**src/design/scsa_pkg.sv**
```systemverilog
// ----------------------------------------------------------------------------
// Size-class slot allocator package
// Request/response types, decoded queue item, status codes and helpers.
// ----------------------------------------------------------------------------
package scsa_pkg;

  localparam int GROUP_COUNT     = 13;
  localparam int POOLS_PER_GROUP = 16;
  localparam int SLOTS_PER_POOL  = 32;
  localparam int AVAIL_DEPTH     = 32;
  localparam int SMALLEST_SHIFT  = 7;
  localparam int HEADER_BYTES    = 16;

  localparam logic [2:0] ST_IN_PLACE  = 3'd0;
  localparam logic [2:0] ST_ALLOC     = 3'd1;
  localparam logic [2:0] ST_MOVED     = 3'd2;
  localparam logic [2:0] ST_FREED     = 3'd3;
  localparam logic [2:0] ST_NULL_FREE = 3'd4;
  localparam logic [2:0] ST_BAD_SIZE  = 3'd5;
  localparam logic [2:0] ST_NO_POOLS  = 3'd6;
  localparam logic [2:0] ST_BAD_FREE  = 3'd7;

  typedef struct packed {
    logic        kind;
    logic        has_old;
    logic [3:0]  old_group;
    logic [3:0]  old_pool;
    logic [4:0]  old_slot;
    logic [31:0] amount;
  } req_t;

  typedef struct packed {
    logic [2:0]  status;
    logic [3:0]  new_group;
    logic [3:0]  new_pool;
    logic [4:0]  new_slot;
    logic [30:0] new_capacity;
    logic [30:0] copy_length;
  } rsp_t;

  // Request after classification by the front end
  typedef struct packed {
    req_t       req;
    logic [3:0] grp;
    logic       zero_amt;
    logic       bad_grp;
    logic       fits;
  } item_t;

  function automatic logic [30:0] cap_of(input logic [3:0] g);
    logic [31:0] sz;
    sz = 32'd1 << (5'(g) * 5'd2 + 5'(SMALLEST_SHIFT));
    return 31'(sz - 32'(HEADER_BYTES));
  endfunction

endpackage

```
**src/design/scsa_front.sv**
```systemverilog
// ----------------------------------------------------------------------------
// Front end
// Accepts requests, works out the size group and the in-place fit, queues.
// ----------------------------------------------------------------------------
module scsa_front (
  input  logic            rst,
  input  logic            in_valid,
  output logic            in_ready,
  input  scsa_pkg::req_t  in_data,
  input  logic            q_full,
  output logic            q_push,
  output scsa_pkg::item_t q_item
);
  import scsa_pkg::*;

  logic [32:0] total;
  logic [5:0]  msb;
  logic [5:0]  sbits;
  logic [5:0]  g6;
  logic        seen;

  always_comb begin
    total = 33'(in_data.amount) + 33'(HEADER_BYTES);
    msb   = '0;
    seen  = 1'b0;
    for (int i = 32; i >= 0; i--) begin
      if (!seen && total[i]) begin
        msb  = 6'(i);
        seen = 1'b1;
      end
    end
    sbits = msb + 6'd2;
    g6    = (sbits >= 6'(SMALLEST_SHIFT)) ? ((sbits - 6'(SMALLEST_SHIFT)) >> 1) : 6'd0;
  end

  assign in_ready = !q_full && !rst;
  assign q_push   = in_valid && in_ready;

  always_comb begin
    q_item.req      = in_data;
    q_item.grp      = g6[3:0];
    q_item.zero_amt = (in_data.amount == 32'd0);
    q_item.bad_grp  = (g6 >= 6'(GROUP_COUNT));
    q_item.fits     = (in_data.old_group < 4'(GROUP_COUNT)) &&
                      ({1'b0, cap_of(in_data.old_group)} >= in_data.amount);
  end

endmodule

```
**config.mk**
```make
export PLATFORM = sky130hd
export DESIGN_NAME = scsa_front
export DESIGN_NICKNAME = d
export VERILOG_FILES = /design/src/design/scsa_pkg.sv /design/src/design/scsa_front.sv
export SDC_FILE = /design/constraint.sdc
export NUM_CORES = 1
export LEC_CHECK = 0
export ABC_AREA = 1
export BUFFER_PORTS_ARGS = -buffer_cell sky130_fd_sc_hd__buf_2
export CORE_MARGIN = 1
export CORE_UTILIZATION = 41
export DETAILED_ROUTE_END_ITERATION = 10
export PLACE_DENSITY = 0.74
export SYNTH_ARGS = -nofsm -noshare
export SYNTH_HDL_FRONTEND = slang
export SYNTH_SLANG_ARGS = --single-unit
```
**constraint.sdc**
```tcl
create_clock -name vclk -period 3.7
set_input_delay 0.185 -clock vclk [all_inputs]
set_output_delay 0.185 -clock vclk [all_outputs]
set_load 0.05 [all_outputs]
```
==> results of run 1 <==
[cells in the mapped netlist (2+ instances only)]
cell	count	share of area
nand2_1	95	0.12
inv_1	86	0.11
nor2_1	56	0.070
buf_4	47	0.12
ha_1	34	0.14
nand4_1	22	0.046
a21oi_1	20	0.033
nand3_1	19	0.032
xor2_1	18	0.052
o21ai_0	13	0.022
nand2_2	11	0.023
nor4_1	10	0.021
inv_2	9	0.011
nor2_2	9	0.019
nor2_4	9	0.034
nor3_1	8	0.013
xnor2_1	5	0.015
o21ai_1	4	0.0067
nand3_2	3	0.010
nand3b_1	3	0.0075
nand4_4	3	0.021
a211oi_1	2	0.0050
nand2_4	2	0.0075
o2111ai_1	2	0.0058
o21a_1	2	0.0050
o31a_1	2	0.0058
[per-layer routing]
layer | wire [um] | up-vias | track usage
li1 | - | 1933 | -
met1 | 3990 | 1760 | 0.304
met2 | 5340 | 138 | 0.521
met3 | 654 | 22 | 0.0179
met4 | 281 | 0 | 0.0566
met5 | 0 | - | 0
[timing repair]
item / CTS / global route
buffers inserted: 12 / 5
cloned: 0 / 0
resized for setup: 28 / 24
setup endpoints to repair: 5 / 6
pin swaps: 7 / 9
[area by class of cell]
| cell class | count | area share |
|---|---|---|
| timing repair buffer | 207 | 0.321 |
| multi-input combinational | 366 | 0.565 |
| inverter | 96 | 0.0866 |
| tap | 96 | 0.0275 |
[logic make-up after synthesis]
kind of cell,after synthesis
and+or+nand+nor,255
AOI/OAI and AO/OA,53
buffers and inverters,144
xor gates and xnor gates,24
adders and majority gates,34
[power by group]
part	leakage, nW	internal, mW	switching, mW	total (mW)
logic	2.39	0.224	0.367	0.591
registers	0	0	0	0
clock network	0	0	0	0
total	2.39	0.224	0.367	0.591
[how the worst min path moves through the flow]
stage	endpoint	cells past startpoint
floorplan	q_item[10]	1
global placement	q_item[46]	0
detailed placement	q_item[46]	0
CTS	q_item[46]	0
global route	q_item[40]	0
finish	q_item[39]	0
==> results.toml, run 1 <==
[setup_path]
setup.worst_path.end = "q_item[1]"
setup.worst_path.start = "in_data[11]"
crit_arrival_ps = 4040
worst_setup_path_start_kind = "input pin"
cpPeakStageDelay_ps = 420
critPathSlowestCell = "or4_1"
cp-end-kind = "primary output"
worstPathRequired_ps = 3510
path_delay_family = "simple AND/OR/NAND/NOR gates"
crit_top_cell = "buf_4"
critPathKind = "in2out"
cp_max_fo = 4
crit_buf_inv = 7
cp.depth = 30

[final_layout]
fin_nets = 755
n_antenna_cell = 0
clock_buffers = 0
final-seq-area_um2 = 0
final_common_cell = "buf_4"
syn2layout_area_growth_pct = 45.0
fin_area_um2 = 4370
layout_common_cells = "buf_4, nand2_1, inv_1"
layout-drive-gt1-share = 0.442
seq_cell_count = 0
fillers = 622
multiInputGateArea_um2 = 2460
instances_no_fill = 765
post-route-util = 0.629

[global_route]
grt_pass1_wl_um = 16100
grtUsageTotal = 0.262
grt_max_degree = 10
grt_overflow = 0
antenna_found_initial = 0
grt_pass1_vias = 3591

[routing]
wirelength_um = 10300
vias = 3853
drtPass1Iterations = 5
drtIter0Drc = 227
vias_per_cell = 5.04
wire_per_inst_um = 13.4
antenna_left = 0
drc_errors = 0

[logic_synthesis]
synthSimpleGateAreaFrac = 0.439
synthesis.nets = 594
synth_compound_area_frac = 0.106
yosys_warnings = 0
syn_inst = 510
synthMuxAreaShare = 0
synth_top_family_by_area = "simple AND/OR/NAND/NOR gates"
synth_xor_area_frac = 0.0761
yosysUniqueCellTypes = 42
synth_area_per_cell_um2 = 5.90
yosys.area_share.adder = 0.141
ys_seq_area_frac = 0
synth_area_um2 = 3010

[worst_hold_path]
min_from = "in_data[32]"
hold_path.class = "in2out"

[outcome]
violations = "setup timing"
status = "complete, but fails checks"

[timing]
tns_ps = -1970
rsz0062_at_grt = "true"
tightest_slew_ps = 496
setup_viol = 5
fin_crit_sh = 1.14
drv_slew = 0
fmax_ghz = 0.237
whs_ps = 370
worst_slack_ps = -526
fin_crit_ps = 4230
relSlewSlack = 0.666
hold_violations = 0

[place]
globalplace.congestion = 0.965
port_buffers = 84
pre_cts_ws_ps = -691
post-dp-hpwl_um = 8640
numPlacedInstances = 748
place_area_um2 = 4080

[floorplanning]
fp.dieW_um = 87.7
die_y_um = 87.7
dieArea_um2 = 7690
start_util = 0.434
num_rows = 30
ios = 106
core_area_um2 = 6940

[job]
drv_cap = 0

[power]
power_density_nw_per_um2 = 135
vdd_drop_max_mv = 0.0827
power.leakage_nw = 2.39
total_power_mw = 0.591

[cts]
ctsHoldBuffers = 0
(Power assumes the default switching activity.)
==> run 2: changes to the inputs <==
==> constraint.sdc (replaced) <==
create_clock -name vclk -period 3.7
set_input_delay 0.37 -clock vclk [all_inputs]
set_output_delay 0.37 -clock vclk [all_outputs]
set_load 0.05 [all_outputs]
==> run 2 against run 1 <==
  * The run still ends with setup timing left
  * Die area unchanged
  * First-iteration DRC count increased by 30%
  * Fmax fell by 11%
  * Combinational power grew 8.5%
  * Sequential share of layout area unchanged
  * Non-clock buffer count up 31
  * Global-route usage rose by 2.0 points
  * Critical path depth grew 3
  * Setup slack worse by 500 ps
  * Design area increased by 8.5%
==> results.toml, run 2 (synthesized netlist as in run 1, its figures left out) <==
[place]
globalplace.congestion = 0.895
numPlacedInstances = 762
port_buffers = 84
post-dp-hpwl_um = 8910

[power]
p_clk_frac = 0
power.leakage_nw = 2.57
total_power_mw = 0.641
internal_power_mw = 0.251
seq_power_share = 0
vdd_drop_max_mv = 0.0919
power_density_nw_per_um2 = 135
swShare = 0.608
power.switching_mw = 0.389
p_comb_frac = 1.000

[timing]
tightest_slew_ps = 518
hold_violations = 0
fin_crit_ps = 4720
fmax_ghz = 0.212
setup_viol = 5
worst_slack_ps = -1020
drv_slew = 0
rsz0062_at_grt = "true"
fin_crit_sh = 1.28
relSlewSlack = 0.650

[outcome]
violations = "setup timing"
status = "complete, but fails checks"

[setup_path]
crit_buf_inv = 6
worst_setup_path_start_kind = "input pin"
path_delay_family = "simple AND/OR/NAND/NOR gates"
cp-end-kind = "primary output"
cp_max_fo = 4
worstPathRequired_ps = 3330
crit_top_cell = "nand2_1"
critPathSlowestCell = "nor4_2"
crit_arrival_ps = 4350
cpPeakStageDelay_ps = 300
critPathKind = "in2out"

[job]
drv_cap = 0

[floorplanning]
die_y_um = 87.7
core_area_um2 = 6940
ios = 106
start_util = 0.434
dieArea_um2 = 7690
fp.dieW_um = 87.7
num_rows = 30

[worst_hold_path]
hold_path.class = "in2out"

[routing]
vias_per_cell = 5.14
drc_errors = 0
drtPass1Iterations = 5
wire_per_inst_um = 14.7
drtIter0Drc = 294
wirelength_um = 11700
vias = 4088
antenna_left = 0

[global_route]
antenna_found_initial = 0
grt_max_degree = 10
grtUsageTotal = 0.282
grt_pass1_vias = 3861
grt_overflow = 0
grt_pass1_wl_um = 17300

[final_layout]
clock_buffers = 0
layout_common_cells = "buf_4, nand2_1, inv_1"
syn2layout_area_growth_pct = 57.4
layout-drive-gt1-share = 0.484
fin_nets = 786
seq_cell_count = 0
post-route-util = 0.682
n_antenna_cell = 0
final_common_cell = "buf_4"
instances_no_fill = 796
final-seq-area_um2 = 0

[cts]
ctsHoldBuffers = 0
[run 2: per-stage QoR]
stage,setup TNS (ps),worst slack (ps),hold slack [ps],area [um^2]
after global routing,-6420,-1340,740,4740
after CTS,-3780,-802,740,4480
after detailed placement,-4510,-1010,740,4200
after global placement,-3760,-873,740,4200
final,-4840,-1020,740,4740
after floorplan,-2310,-714,907,3110
[run 2: timing repair]
action                     CTS  global route
cloned                       0             0
setup buffers               20            15
resized for setup           38            48
pin swaps                   12            20
setup endpoints to repair    5             6
[run 2: area by class of cell]
cell class,count,area (um^2)
repair buffers,238,1680
well taps,96,120
multi-input cells,366,2560
fillers,576,2210
inverters,96,377
[run 2: power groups by stage]
stage                     combinational, mW  sequential, mW  clock, mW
after global routing                  0.689               0          0
final                                 0.641               0          0
after CTS                             0.596               0          0
after detailed placement              0.554               0          0
after global placement                0.538               0          0
after floorplan                       0.401               0          0
[run 2: worst paths after layout]
kind	cells past startpoint	to	slack, ps	startpoint
setup / recovery	33	q_item[1]	-1020	in_data[5]
hold / removal	0	q_item[39]	740	in_data[32]
[run 2: routing by layer]
layer	GRT usage	vias up	routed length, um
li1	-	1986	-
met1	0.338	1891	4650
met2	0.537	176	6070
met5	0	-	0
met3	0.0104	35	649
met4	0.0924	0	341
==> run 3: changes to the inputs <==
--- a/config.mk
+++ b/config.mk
@@ -11,6 +11,7 @@
 export CORE_UTILIZATION = 41
 export DETAILED_ROUTE_END_ITERATION = 10
 export PLACE_DENSITY = 0.74
+export SETUP_SLACK_MARGIN = 0.4
 export SYNTH_ARGS = -nofsm -noshare
 export SYNTH_HDL_FRONTEND = slang
 export SYNTH_SLANG_ARGS = --single-unit
==> run 3 against run 2 <==
  * Sequential share of layout area unchanged
  * Largest cell class unchanged
  * Total power rose by 5.4%
  * Largest power group unchanged
  * Combinational power is 5.3% higher
  * Die area stayed put
  * Critical path type unchanged
  * Fmax increased by 3.3%
  * The run still ends with setup timing left
  * Sequential cell count unchanged
  * Critical endpoint unchanged
==> results.toml, run 3 (synthesized netlist as in run 1, its figures left out) <==
[routing]
drtPass1Iterations = 5
antenna_left = 0
wirelength_um = 11900
vias_per_cell = 5.20
wire_per_inst_um = 14.9
drtIter0Drc = 309
drc_errors = 0
vias = 4150

[place]
place_area_um2 = 4190
port_buffers = 84
globalplace.congestion = 0.899
pre_cts_ws_ps = -1020
numPlacedInstances = 760
post-dp-hpwl_um = 8830

[final_layout]
layout-drive-gt1-share = 0.511
final-seq-area_um2 = 0
syn2layout_area_growth_pct = 63.3
n_antenna_cell = 0
instances_no_fill = 798
seq_cell_count = 0
clock_buffers = 0
fin_area_um2 = 4920
fin_nets = 788
final_common_cell = "buf_4"
layout_common_cells = "buf_4, nand2_1, inv_1"

[timing]
rsz0062_at_grt = "true"
worst_slack_ps = -871
whs_ps = 740
drv_slew = 0
tightest_slew_ps = 543
relSlewSlack = 0.634
fin_crit_ps = 4570
setup_viol = 5
fin_crit_sh = 1.24
fmax_ghz = 0.219
hold_violations = 0

[power]
power_density_nw_per_um2 = 137
vdd_drop_max_mv = 0.0953
total_power_mw = 0.675
power.leakage_nw = 2.62

[global_route]
grtUsageTotal = 0.287
grt_overflow = 0
antenna_found_initial = 0
top_usage_layer = "met2"
met1_usage = 0.326
grt_pass1_vias = 4007
grt_pass1_wl_um = 17600
use_met3 = 0.0113
met2_usage = 0.572
grt_max_degree = 8

[worst_hold_path]
hold_path.class = "in2out"

[floorplanning]
core_area_um2 = 6940
ios = 106
start_util = 0.434
num_rows = 30
dieArea_um2 = 7690
fp.dieW_um = 87.7
die_y_um = 87.7

[setup_path]
crit_arrival_ps = 4200
crit_buf_inv = 4
cpPeakStageDelay_ps = 270
path_delay_family = "simple AND/OR/NAND/NOR gates"
worstPathRequired_ps = 3330
cp_max_fo = 4
cp-end-kind = "primary output"
worst_setup_path_start_kind = "input pin"
critPathSlowestCell = "ha_4"
critPathKind = "in2out"

[job]
drv_cap = 0

[outcome]
violations = "setup timing"
status = "complete, but fails checks"

[cts]
ctsHoldBuffers = 0
[run 3: cell count changes in the layout (fill, tap and decap cells not counted), sizes merged]
cell	change
buf	+5
clkbuf	-3
[run 3: per-stage QoR]
stage,util,TNS [ps]
final,0.708,-4080
after global routing,0.708,-5530
after CTS,0.674,-3660
after detailed placement,0.603,-4430
after global placement,0.603,-3410
after floorplan,-,-2310
[run 3: metal layers]
layer | vias to the layer above | part of all wire
li1 | 2001 | -
met1 | 1926 | 0.37
met2 | 166 | 0.52
met3 | 57 | 0.056
met4 | 0 | 0.048
met5 | - | 0
[run 3: layout make-up]
cell class	instances	area, um^2
Inverter	96	384
Multi-Input combinational cell	366	2650
Fill cell	555	2030
Tap cell	96	120
Timing Repair Buffer	240	1770
[run 3: where the power goes]
group / switching [mW] / internal [mW]
clock: 0 / 0
sequential: 0 / 0
combinational: 0.402 / 0.274
total: 0.402 / 0.274
[run 3: worst paths after layout]
kind	from	end	slack [ps]	cells after the start
worst max-delay path	in_data[17]	q_item[1]	-870	29
worst min-delay path	in_data[32]	q_item[39]	740	0
[run 3: what timing repair did]
action | 4_1_cts | 5_1_grt
pin swaps | 31 | 20
gates resized for setup | 75 | 57
setup endpoints to repair | 6 | 6
buffers inserted | 30 | 8
