==> config.mk <==
export PLATFORM = sky130hd
export DESIGN_NAME = scsa_queue
export DESIGN_NICKNAME = d
export VERILOG_FILES = /design/src/design/scsa_pkg.sv /design/src/design/scsa_queue.sv
export SDC_FILE = /design/constraint.sdc
export NUM_CORES = 1
export LEC_CHECK = 0
export BUFFER_PORTS_ARGS = -buffer_cell sky130_fd_sc_hd__buf_2
export CAP_MARGIN = 30
export CORE_MARGIN = 3
export CORE_UTILIZATION = 56
export DETAILED_ROUTE_END_ITERATION = 6
export PLACE_DENSITY = 0.89
export SLEW_MARGIN = 20
export SYNTH_ARGS = -nofsm -noshare
export SYNTH_HDL_FRONTEND = slang
export SYNTH_SLANG_ARGS = --single-unit
==> constraint.sdc <==
create_clock -name clk -period 4.92 [get_ports clk]
set_input_delay 0.492 -clock clk [delete_from_list [all_inputs] [get_ports clk]]
set_output_delay 0.492 -clock clk [all_outputs]
set_load 0.05 [all_outputs]
==> src/design/scsa_pkg.sv <==
// ----------------------------------------------------------------------------
// Size-class slot allocator package
// Request/response types, decoded queue item, status codes and helpers.
// ----------------------------------------------------------------------------
package scsa_pkg;

  localparam int GROUP_COUNT     = 13;
  localparam int POOLS_PER_GROUP = 16;
  localparam int SLOTS_PER_POOL  = 32;
  localparam int AVAIL_DEPTH     = 32;
  localparam int SMALLEST_SHIFT  = 7;
  localparam int HEADER_BYTES    = 16;

  localparam logic [2:0] ST_IN_PLACE  = 3'd0;
  localparam logic [2:0] ST_ALLOC     = 3'd1;
  localparam logic [2:0] ST_MOVED     = 3'd2;
  localparam logic [2:0] ST_FREED     = 3'd3;
  localparam logic [2:0] ST_NULL_FREE = 3'd4;
  localparam logic [2:0] ST_BAD_SIZE  = 3'd5;
  localparam logic [2:0] ST_NO_POOLS  = 3'd6;
  localparam logic [2:0] ST_BAD_FREE  = 3'd7;

  typedef struct packed {
    logic        kind;
    logic        has_old;
    logic [3:0]  old_group;
    logic [3:0]  old_pool;
    logic [4:0]  old_slot;
    logic [31:0] amount;
  } req_t;

  typedef struct packed {
    logic [2:0]  status;
    logic [3:0]  new_group;
    logic [3:0]  new_pool;
    logic [4:0]  new_slot;
    logic [30:0] new_capacity;
    logic [30:0] copy_length;
  } rsp_t;

  // Request after classification by the front end
  typedef struct packed {
    req_t       req;
    logic [3:0] grp;
    logic       zero_amt;
    logic       bad_grp;
    logic       fits;
  } item_t;

  function automatic logic [30:0] cap_of(input logic [3:0] g);
    logic [31:0] sz;
    sz = 32'd1 << (5'(g) * 5'd2 + 5'(SMALLEST_SHIFT));
    return 31'(sz - 32'(HEADER_BYTES));
  endfunction

endpackage

==> src/design/scsa_queue.sv <==
// ----------------------------------------------------------------------------
// Request queue
// Two-entry queue between the front end and the back end.
// ----------------------------------------------------------------------------
module scsa_queue (
  input  logic            clk,
  input  logic            rst,
  input  logic            push,
  input  scsa_pkg::item_t push_item,
  output logic            full,
  input  logic            pop,
  output logic            not_empty,
  output scsa_pkg::item_t head
);
  import scsa_pkg::*;

  item_t      entry [2];
  logic       wr_ptr;
  logic       rd_ptr;
  logic [1:0] count;

  assign full      = (count == 2'd2);
  assign not_empty = (count != 2'd0);
  assign head      = entry[rd_ptr];

  always_ff @(posedge clk) begin
    if (push) entry[wr_ptr] <= push_item;
    if (rst) begin
      wr_ptr <= 1'b0;
      rd_ptr <= 1'b0;
      count  <= 2'd0;
    end else begin
      if (push) wr_ptr <= !wr_ptr;
      if (pop)  rd_ptr <= !rd_ptr;
      count <= count + 2'(push) - 2'(pop);
    end
  end

endmodule

==> flow_summary.yaml, run 1 <==
floorplanning:
  core.rowCount: 31
  coreArea_um2: 7410
  io_pins: 114
  initial_core_util_pct: 59.0
  die_h_um: 94.3
  die_x_um: 94.3
  die_area_um2: 8900
global_routing:
  grt_max_degree: 55
  overflow: 0
  grt_first_pass_wirelength_um: 11300
  grt_usage_pct: 17.6
  grt_pass1_vias: 2344
  antenna_found_initial: 0
setup_path:
  crit_required_ps: 4430
  crit_chain: "buf_12, mux2_2, buf_2"
  crit_arrival_ps: 2010
  regToRegSetupSlack_ps: 3150
  end_kind: "output pin"
  reg2regPathDepth: 2
  timing.rr.start: "wr_ptr"
  critPathLaunchType: "flip-flop"
  cp_slowest_stage_delay_ps: 610
  path_class: "flip-flop to output pin"
  cp_max_fo: 33
  worst-path-stages: 3
  crit_end: "head[53]"
  cpMaxStageDelayCell: "dfxtp_4"
  path_buf_inv: 2
  worstReg2RegEnd: "entry[1][15]"
  path_delay_family: "flip-flops"
pwr:
  cellPowerDensity_nw_per_um2: 508
  p_leak_uw: 0.00228
  ir_drop_v: 0.000275
  total_power_uw: 2860
synth:
  ys_seq_elements: 113
  synth_area_um2: 4370
  synthDistinctLibCells: 14
  synth.top_cell.area_share_pct: 74.2
  synth.area.top_cells: "edfxtp_1 (74%), mux2_4 (17%), buf_12 (2.3%), dfxtp_1 (2.3%), mux2_2 (1.0%)"
  synth_nets: 249
  syn_inst: 189
  yosysSeqAreaShare_pct: 76.5
  synth.avg_cell_area_um2: 23.1
  yosys.area.top_type: "edfxtp_1"
  ys_warn_count: 0
cells_and_area:
  final_common_cell: "buf_2"
  diodes: 0
  areaGrowthSynthToFinish_pct: 28.8
  nNetsFinal: 378
  final_cell_mix: "buf_2 (113), edfxtp_1 (108), mux2_4 (50)"
  drive_gt1_share_pct: 61.6
route:
  routedWlPerCell_um: 17.4
  vias: 2203
  first_pass_iters: 4
  postRouteAntennaNets: 0
  drc: 0
  via_per_inst: 5.12
  routed_wl_um: 7480
  drtIter0Drc: 118
timing:
  grt_setup_unrepaired: "false"
  holdWs_ps: 185
  hold_viol: 0
  slew_violations: 0
  worstMarginPinSlew_ps: 570
  finalSetupTns_ps: 0
  period_share_pct: 50.9
  min_period_ps: 2500
  setup_slack_ps: 2420
  slew_headroom_pct: 61.9
  finClkSkew_ps: 5.21
  fmaxAchievable_mhz: 400
  setup_viol: 0
placed_design:
  portBuffers: 113
  dp_slack_ps: 2780
  gp_congestion: 0.656
clocking:
  cts.repair.resized: 0
  insertion_delay_ps: 490
  cts.clk_slew.worst_paths_ps: 50
  cts_buffers: 17
  numClockSinks: 113
  htreeDepth: 4
  cts_tree: "built"
  clockBufferDepth: 2
  post-cts-setup-buffers: 0
  ctsHoldBuffers: 0
  root_buffer: "clkbuf_8"
run:
  drv_cap: 0
hold_path:
  hold_path.class: "primary input to flip-flop"
status:
  outcome: "finished clean"
per-layer routing:
metal | wire length, µm | share of wire [%] | track usage, %
met5 | 0 | 0 | 0
met3 | 527 | 7.0 | 7.49
met2 | 4020 | 54 | 30.2
met4 | 112 | 1.5 | 8.06
met1 | 2820 | 38 | 18.9
area by class of cell:
cell class / count / area [µm²]
inverter: 2 / 7.51
timing repair buffer: 116 / 601
multi-input combinational: 68 / 916
tap: 99 / 124
sequential: 113 / 3350
clock buffer: 17 / 414
fill: 432 / 1780
clock inverter: 15 / 216
how the worst min path moves through the flow:
stage | startpoint | endpoint | slack (ps) | cells past startpoint
after global routing | push_item[11] | entry[1][11] | 150 | 1
after CTS | push_item[27] | entry[1][27] | 160 | 1
after detailed placement | rd_ptr | rd_ptr | 510 | 2
after floorplan | rd_ptr | flip-flop | 480 | 2
after global placement | rd_ptr | flip-flop | 490 | 2
final | push_item[42] | entry[0][42] | 190 | 1
synth_stat cells:
cell type,n
and2_1,1
buf_12,5
buf_6,1
dfxtp_1,5
edfxtp_1,108
ha_1,2
inv_1,2
mux2_2,4
mux2_4,50
nor2_1,4
nor2b_1,3
or2_2,1
xnor2_1,2
xnor3_1,1
cells by family after synthesis:
logic type	Yosys count	synth area share, %
simple gates	9	1.06
buf+inv	8	2.72
fa+ha+maj	2	0.573
flops	113	76.5
xor+xnor	3	0.916
mux	54	18.2
per-stage QoR:
stage	instances	cell area, µm²	util (%)
2_1_floorplan	189	4370	-
3_3_place_gp	397	4970	67.2
3_5_place_dp	397	4970	67.2
4_1_cts	429	5610	75.7
5_1_grt	430	5630	75.9
6_report	430	5630	75.9
flip-flops by register name (all words and copies together), names as in the netlist, named ones only:
register and count:
count 2, rd_ptr 1, wr_ptr 1, entry 108
where the power goes:
part | switching, µW | internal (µW)
Combinational | 286 | 147
Sequential | 29.4 | 1120
Clock | 404 | 868
Total | 719 | 2140
(Power assumes the default switching activity.)
==> run 2: changes to the inputs <==
- CORE_UTILIZATION: 56 -> 52
- PLACE_DENSITY: 0.89 -> 0.84
- clock period: 4.92 -> 2.5 ns (I/O delays scaled with it)
==> flow_summary.yaml, run 2 (same netlist as run 1, synthesis figures left out) <==
status:
  outcome: "finished clean"
cells_and_area:
  top_regs: "entry: 108 flops, count: 2 flops"
  diodes: 0
  utilization_pct: 77.1
  drive_gt1_share_pct: 52.2
  largest_register_ffs: 108
  final_cell_mix: "buf_2 (113), edfxtp_1 (108), dlygate4sd3_1 (55)"
  areaGrowthSynthToFinish_pct: 40.0
  nNetsFinal: 435
  final_common_cell: "buf_2"
  top_register: "entry"
hold_path:
  hold_path.class: "primary input to flip-flop"
  worstHoldStart: "pop"
  min_to: "rd_ptr"
  whs_path_depth: 3
pwr:
  ir_drop_v: 0.000700
  p_leak_uw: 0.00248
  cellPowerDensity_nw_per_um2: 873
route:
  postRouteAntennaNets: 0
  drtIter0Drc: 78
  routed_wl_um: 7970
  drc: 0
  vias: 2384
  first_pass_iters: 4
  via_per_inst: 4.88
  routedWlPerCell_um: 16.3
timing:
  min_period_ps: 2160
  worstMarginPinSlew_ps: 520
  fmaxAchievable_mhz: 464
  grt_setup_unrepaired: "false"
  period_share_pct: 86.3
  setup_viol: 0
  finClkSkew_ps: 8.64
  finalSetupTns_ps: 0
  slew_headroom_pct: 65.3
  slew_violations: 0
  hold_viol: 0
setup_path:
  critPathLaunchType: "flip-flop"
  worstReg2RegEnd: "entry[1][34]"
  crit_arrival_ps: 1910
  timing.rr.start: "wr_ptr"
  regToRegSetupSlack_ps: 970
  crit_chain: "buf_4, mux2_2, buf_2"
  cp_slowest_stage_delay_ps: 480
  path_buf_inv: 2
  crit_required_ps: 2250
  cp_max_fo: 15
  cpMaxStageDelayCell: "dfxtp_4"
  path_delay_family: "buffers and inverters"
  reg2regPathDepth: 2
  end_kind: "output pin"
  path_class: "flip-flop to output pin"
placed_design:
  place_hpwl_um: 4810
  portBuffers: 113
  gp_congestion: 0.707
clocking:
  htreeDepth: 4
  insertion_delay_ps: 490
  cts.repair.resized: 0
  cts_buffers: 17
  cts.clk_slew.worst_paths_ps: 50
  clockBufferDepth: 2
  root_buffer: "clkbuf_8"
  cts_tree: "built"
  numClockSinks: 113
floorplanning:
  die_h_um: 97.7
  initial_core_util_pct: 55.1
  coreArea_um2: 7930
  die_area_um2: 9540
  die_x_um: 97.7
  io_pins: 114
  core.rowCount: 32
global_routing:
  met2_usage_pct: 31.1
  grt_max_degree: 36
  grt_first_pass_wirelength_um: 12800
  busiest_layer: "met2"
  overflow: 0
  antenna_found_initial: 0
  grt_use_met1_pct: 19.6
  grt.met3_usage_pct: 4.95
  grt_usage_pct: 17.8
  grt_pass1_vias: 2611
run:
  drv_cap: 0
[run 2: cell count changes in the layout (fill, tap and decap cells not counted), sizes merged]
| cell | change |
|---|---|
| buf | +2 |
| bufinv | -3 |
| clkinv | +1 |
| dlygate4sd3 | +55 |
| clkbuf | +1 |
[run 2: worst reg2reg max path, delay by kind of cell (launching register included)]
kind,cells,cell delay [ps]
DFF,1,400
buffers and inverters,1,290
and+or+nand+nor,1,520
[run 2: metrics by stage]
stage	total power (µW)	setup WS (ps)	instance area, µm²	hold slack (ps)	std cells
after global placement	3140	867	5030	437	403
after floorplan	2990	335	4370	322	189
after CTS	5390	305	6120	26.9	489
after detailed placement	3170	847	5030	441	403
final	5340	343	6120	46.0	489
after global routing	5530	267	6120	63.8	489
[run 2: worst max-delay path by stage]
stage	startpoint	to	slack [ps]	cells after the start
detailed placement	flip-flop	head[0]	850	3
finish	flip-flop	head[0]	340	3
global route	flip-flop	head[0]	270	3
global placement	flip-flop	head[0]	870	3
CTS	flip-flop	head[0]	310	3
floorplan	wr_ptr	entry[0][0]	330	1
[run 2: layout make-up]
type | instances | area (µm²)
clock buffers | 18 | 418
clock inverters | 13 | 121
fillers | 465 | 1810
inverters | 2 | 7.51
multi-input cells | 68 | 916
flip-flops and latches | 113 | 3350
well taps | 102 | 128
repair buffers | 173 | 1180
[run 2: per-layer routing]
layer,wire length (µm),vias up
li1,-,1120
met1,3080,1163
met2,4340,88
met3,429,13
met4,119,0
met5,0,-
[run 2: what timing repair did]
item	in CTS	in global routing
endpoints found under the hold margin	113	0
setup buffers	0	0
hold buffers	55	0
[run 2: report_power, final]
part | switching [µW] | internal [µW] | leakage (µW)
Sequential | 45.8 | 2210 | 0.00106
Combinational | 585 | 350 | 0.00117
Clock | 760 | 1390 | 0.000256
Total | 1390 | 3950 | 0.00248
==> run 3: changes to the inputs <==
- CORE_MARGIN: 3 -> 1
==> flow_summary.yaml, run 3 (same netlist as run 1, synthesis figures left out) <==
status:
  outcome: "finished clean"
floorplanning:
  coreArea_um2: 8180
  initial_core_util_pct: 53.4
  io_pins: 114
  core.rowCount: 33
  die_area_um2: 8770
  die_x_um: 93.7
  die_h_um: 93.7
route:
  drc: 0
  first_pass_iters: 6
  postRouteAntennaNets: 0
  routedWlPerCell_um: 15.5
  drtIter0Drc: 110
  routed_wl_um: 7640
  via_per_inst: 4.73
  vias: 2333
cells_and_area:
  largest_register_ffs: 108
  drive_gt1_share_pct: 52.8
  final_common_cell: "buf_2"
  final_cell_mix: "buf_2 (113), edfxtp_1 (108), dlygate4sd3_1 (55)"
  utilization_pct: 74.9
  nNetsFinal: 435
  diodes: 0
  top_regs: "entry: 108 flops, count: 2 flops"
  top_register: "entry"
  areaGrowthSynthToFinish_pct: 40.1
  final_cells: 493
  fin_area_um2: 6120
timing:
  slew_violations: 0
  period_share_pct: 87.7
  grt_setup_unrepaired: "false"
  min_period_ps: 2190
  hold_viol: 0
  setup_viol: 0
  finalSetupTns_ps: 0
  fmaxAchievable_mhz: 456
  finClkSkew_ps: 6.30
  slew_headroom_pct: 63.0
  worstMarginPinSlew_ps: 554
clocking:
  cts_buffers: 17
  htreeDepth: 4
  post-cts-setup-buffers: 0
  cts.clk_slew.worst_paths_ps: 50
  ctsHoldBuffers: 55
  clockBufferDepth: 2
  numClockSinks: 113
  cts_tree: "built"
  cts.repair.resized: 0
  insertion_delay_ps: 490
  root_buffer: "clkbuf_8"
placed_design:
  portBuffers: 113
  place_hpwl_um: 4660
  place_area_um2: 5040
  dp_cells: 406
  gp_congestion: 0.666
pwr:
  ir_drop_v: 0.000565
  p_leak_uw: 0.00248
  p_sw_uw: 1390
  cellPowerDensity_nw_per_um2: 862
  p_seq_share_pct: 42.9
  combPwrFrac_pct: 17.6
  p_int_uw: 3890
  clockPowerShare_pct: 39.6
  p_sw_share_pct: 26.3
setup_path:
  cpMaxStageDelayCell: "dfxtp_4"
  crit_chain: "buf_4, mux2_2, buf_2"
  end_kind: "output pin"
  path_buf_inv: 2
  cp_max_fo: 21
  timing.rr.start: "wr_ptr"
  path_class: "flip-flop to output pin"
  crit_arrival_ps: 1940
  path_delay_family: "flip-flops"
  crit_required_ps: 2250
  cp_slowest_stage_delay_ps: 590
  critPathLaunchType: "flip-flop"
global_routing:
  grt_max_degree: 39
  grt_first_pass_wirelength_um: 11600
  overflow: 0
  grt_pass1_vias: 2474
  grt_usage_pct: 18.7
  antenna_found_initial: 0
hold_path:
  hold_path.class: "primary input to flip-flop"
  worstHoldStart: "push"
run:
  drv_cap: 0
[run 3: cell count changes in the layout (fill, tap and decap cells not counted)]
cell and delta:
clkinv_1 -4, clkinv_2 +3, clkbuf_1 +2, buf_12 +1
buf_4 -1, bufinv_16 -1, clkbuf_8 +1
[run 3: metal layers]
metal,wire (µm),share of wire (%),vias up,track usage (%)
met5,0,0,-,0
met4,53,0.69,0,6.54
met3,392,5.1,6,7.93
met2,4170,55,85,32.2
met1,3020,40,1127,20.8
li1,-,-,1115,-
[run 3: per-stage QoR]
step / hold WS, ps / power [µW] / setup WS [ps]
after floorplan: 322 / 2990 / 335
after global placement: 437 / 3150 / 834
after detailed placement: 441 / 3170 / 803
after CTS: 30.4 / 5340 / 263
after global routing: 49.9 / 5470 / 210
final: 65.8 / 5280 / 308
[run 3: final timing paths]
check	endpoint	slack, ps	depth (start not counted)
worst max-delay path	head[1]	310	3
worst min register to register	flip-flop	540	2
worst min-delay path	wr_ptr	70	3
worst max register to register	entry[1][18]	1000	2
[run 3: worst register-to-register path, stage by stage, from the launching register on]
cell and delay [ps]:
dfxtp_1 400, and2_2 470, buf_12 300
[run 3: power groups by stage]
| stage | logic, µW | registers [µW] | clock network [µW] |
|---|---|---|---|
| finish | 927 | 2270 | 2090 |
| global placement | 853 | 2290 | 0 |
| global route | 973 | 2280 | 2220 |
| floorplan | 715 | 2280 | 0 |
| detailed placement | 863 | 2300 | 0 |
| CTS | 934 | 2270 | 2130 |
[run 3: layout make-up]
type	instances	area (µm²)
Inverter	2	7.51
Sequential cell	113	3350
Fill cell	492	2050
Clock buffer	21	439
Multi-Input combinational cell	68	916
Tap cell	105	131
Timing Repair Buffer	173	1190
Clock inverter	11	91.3
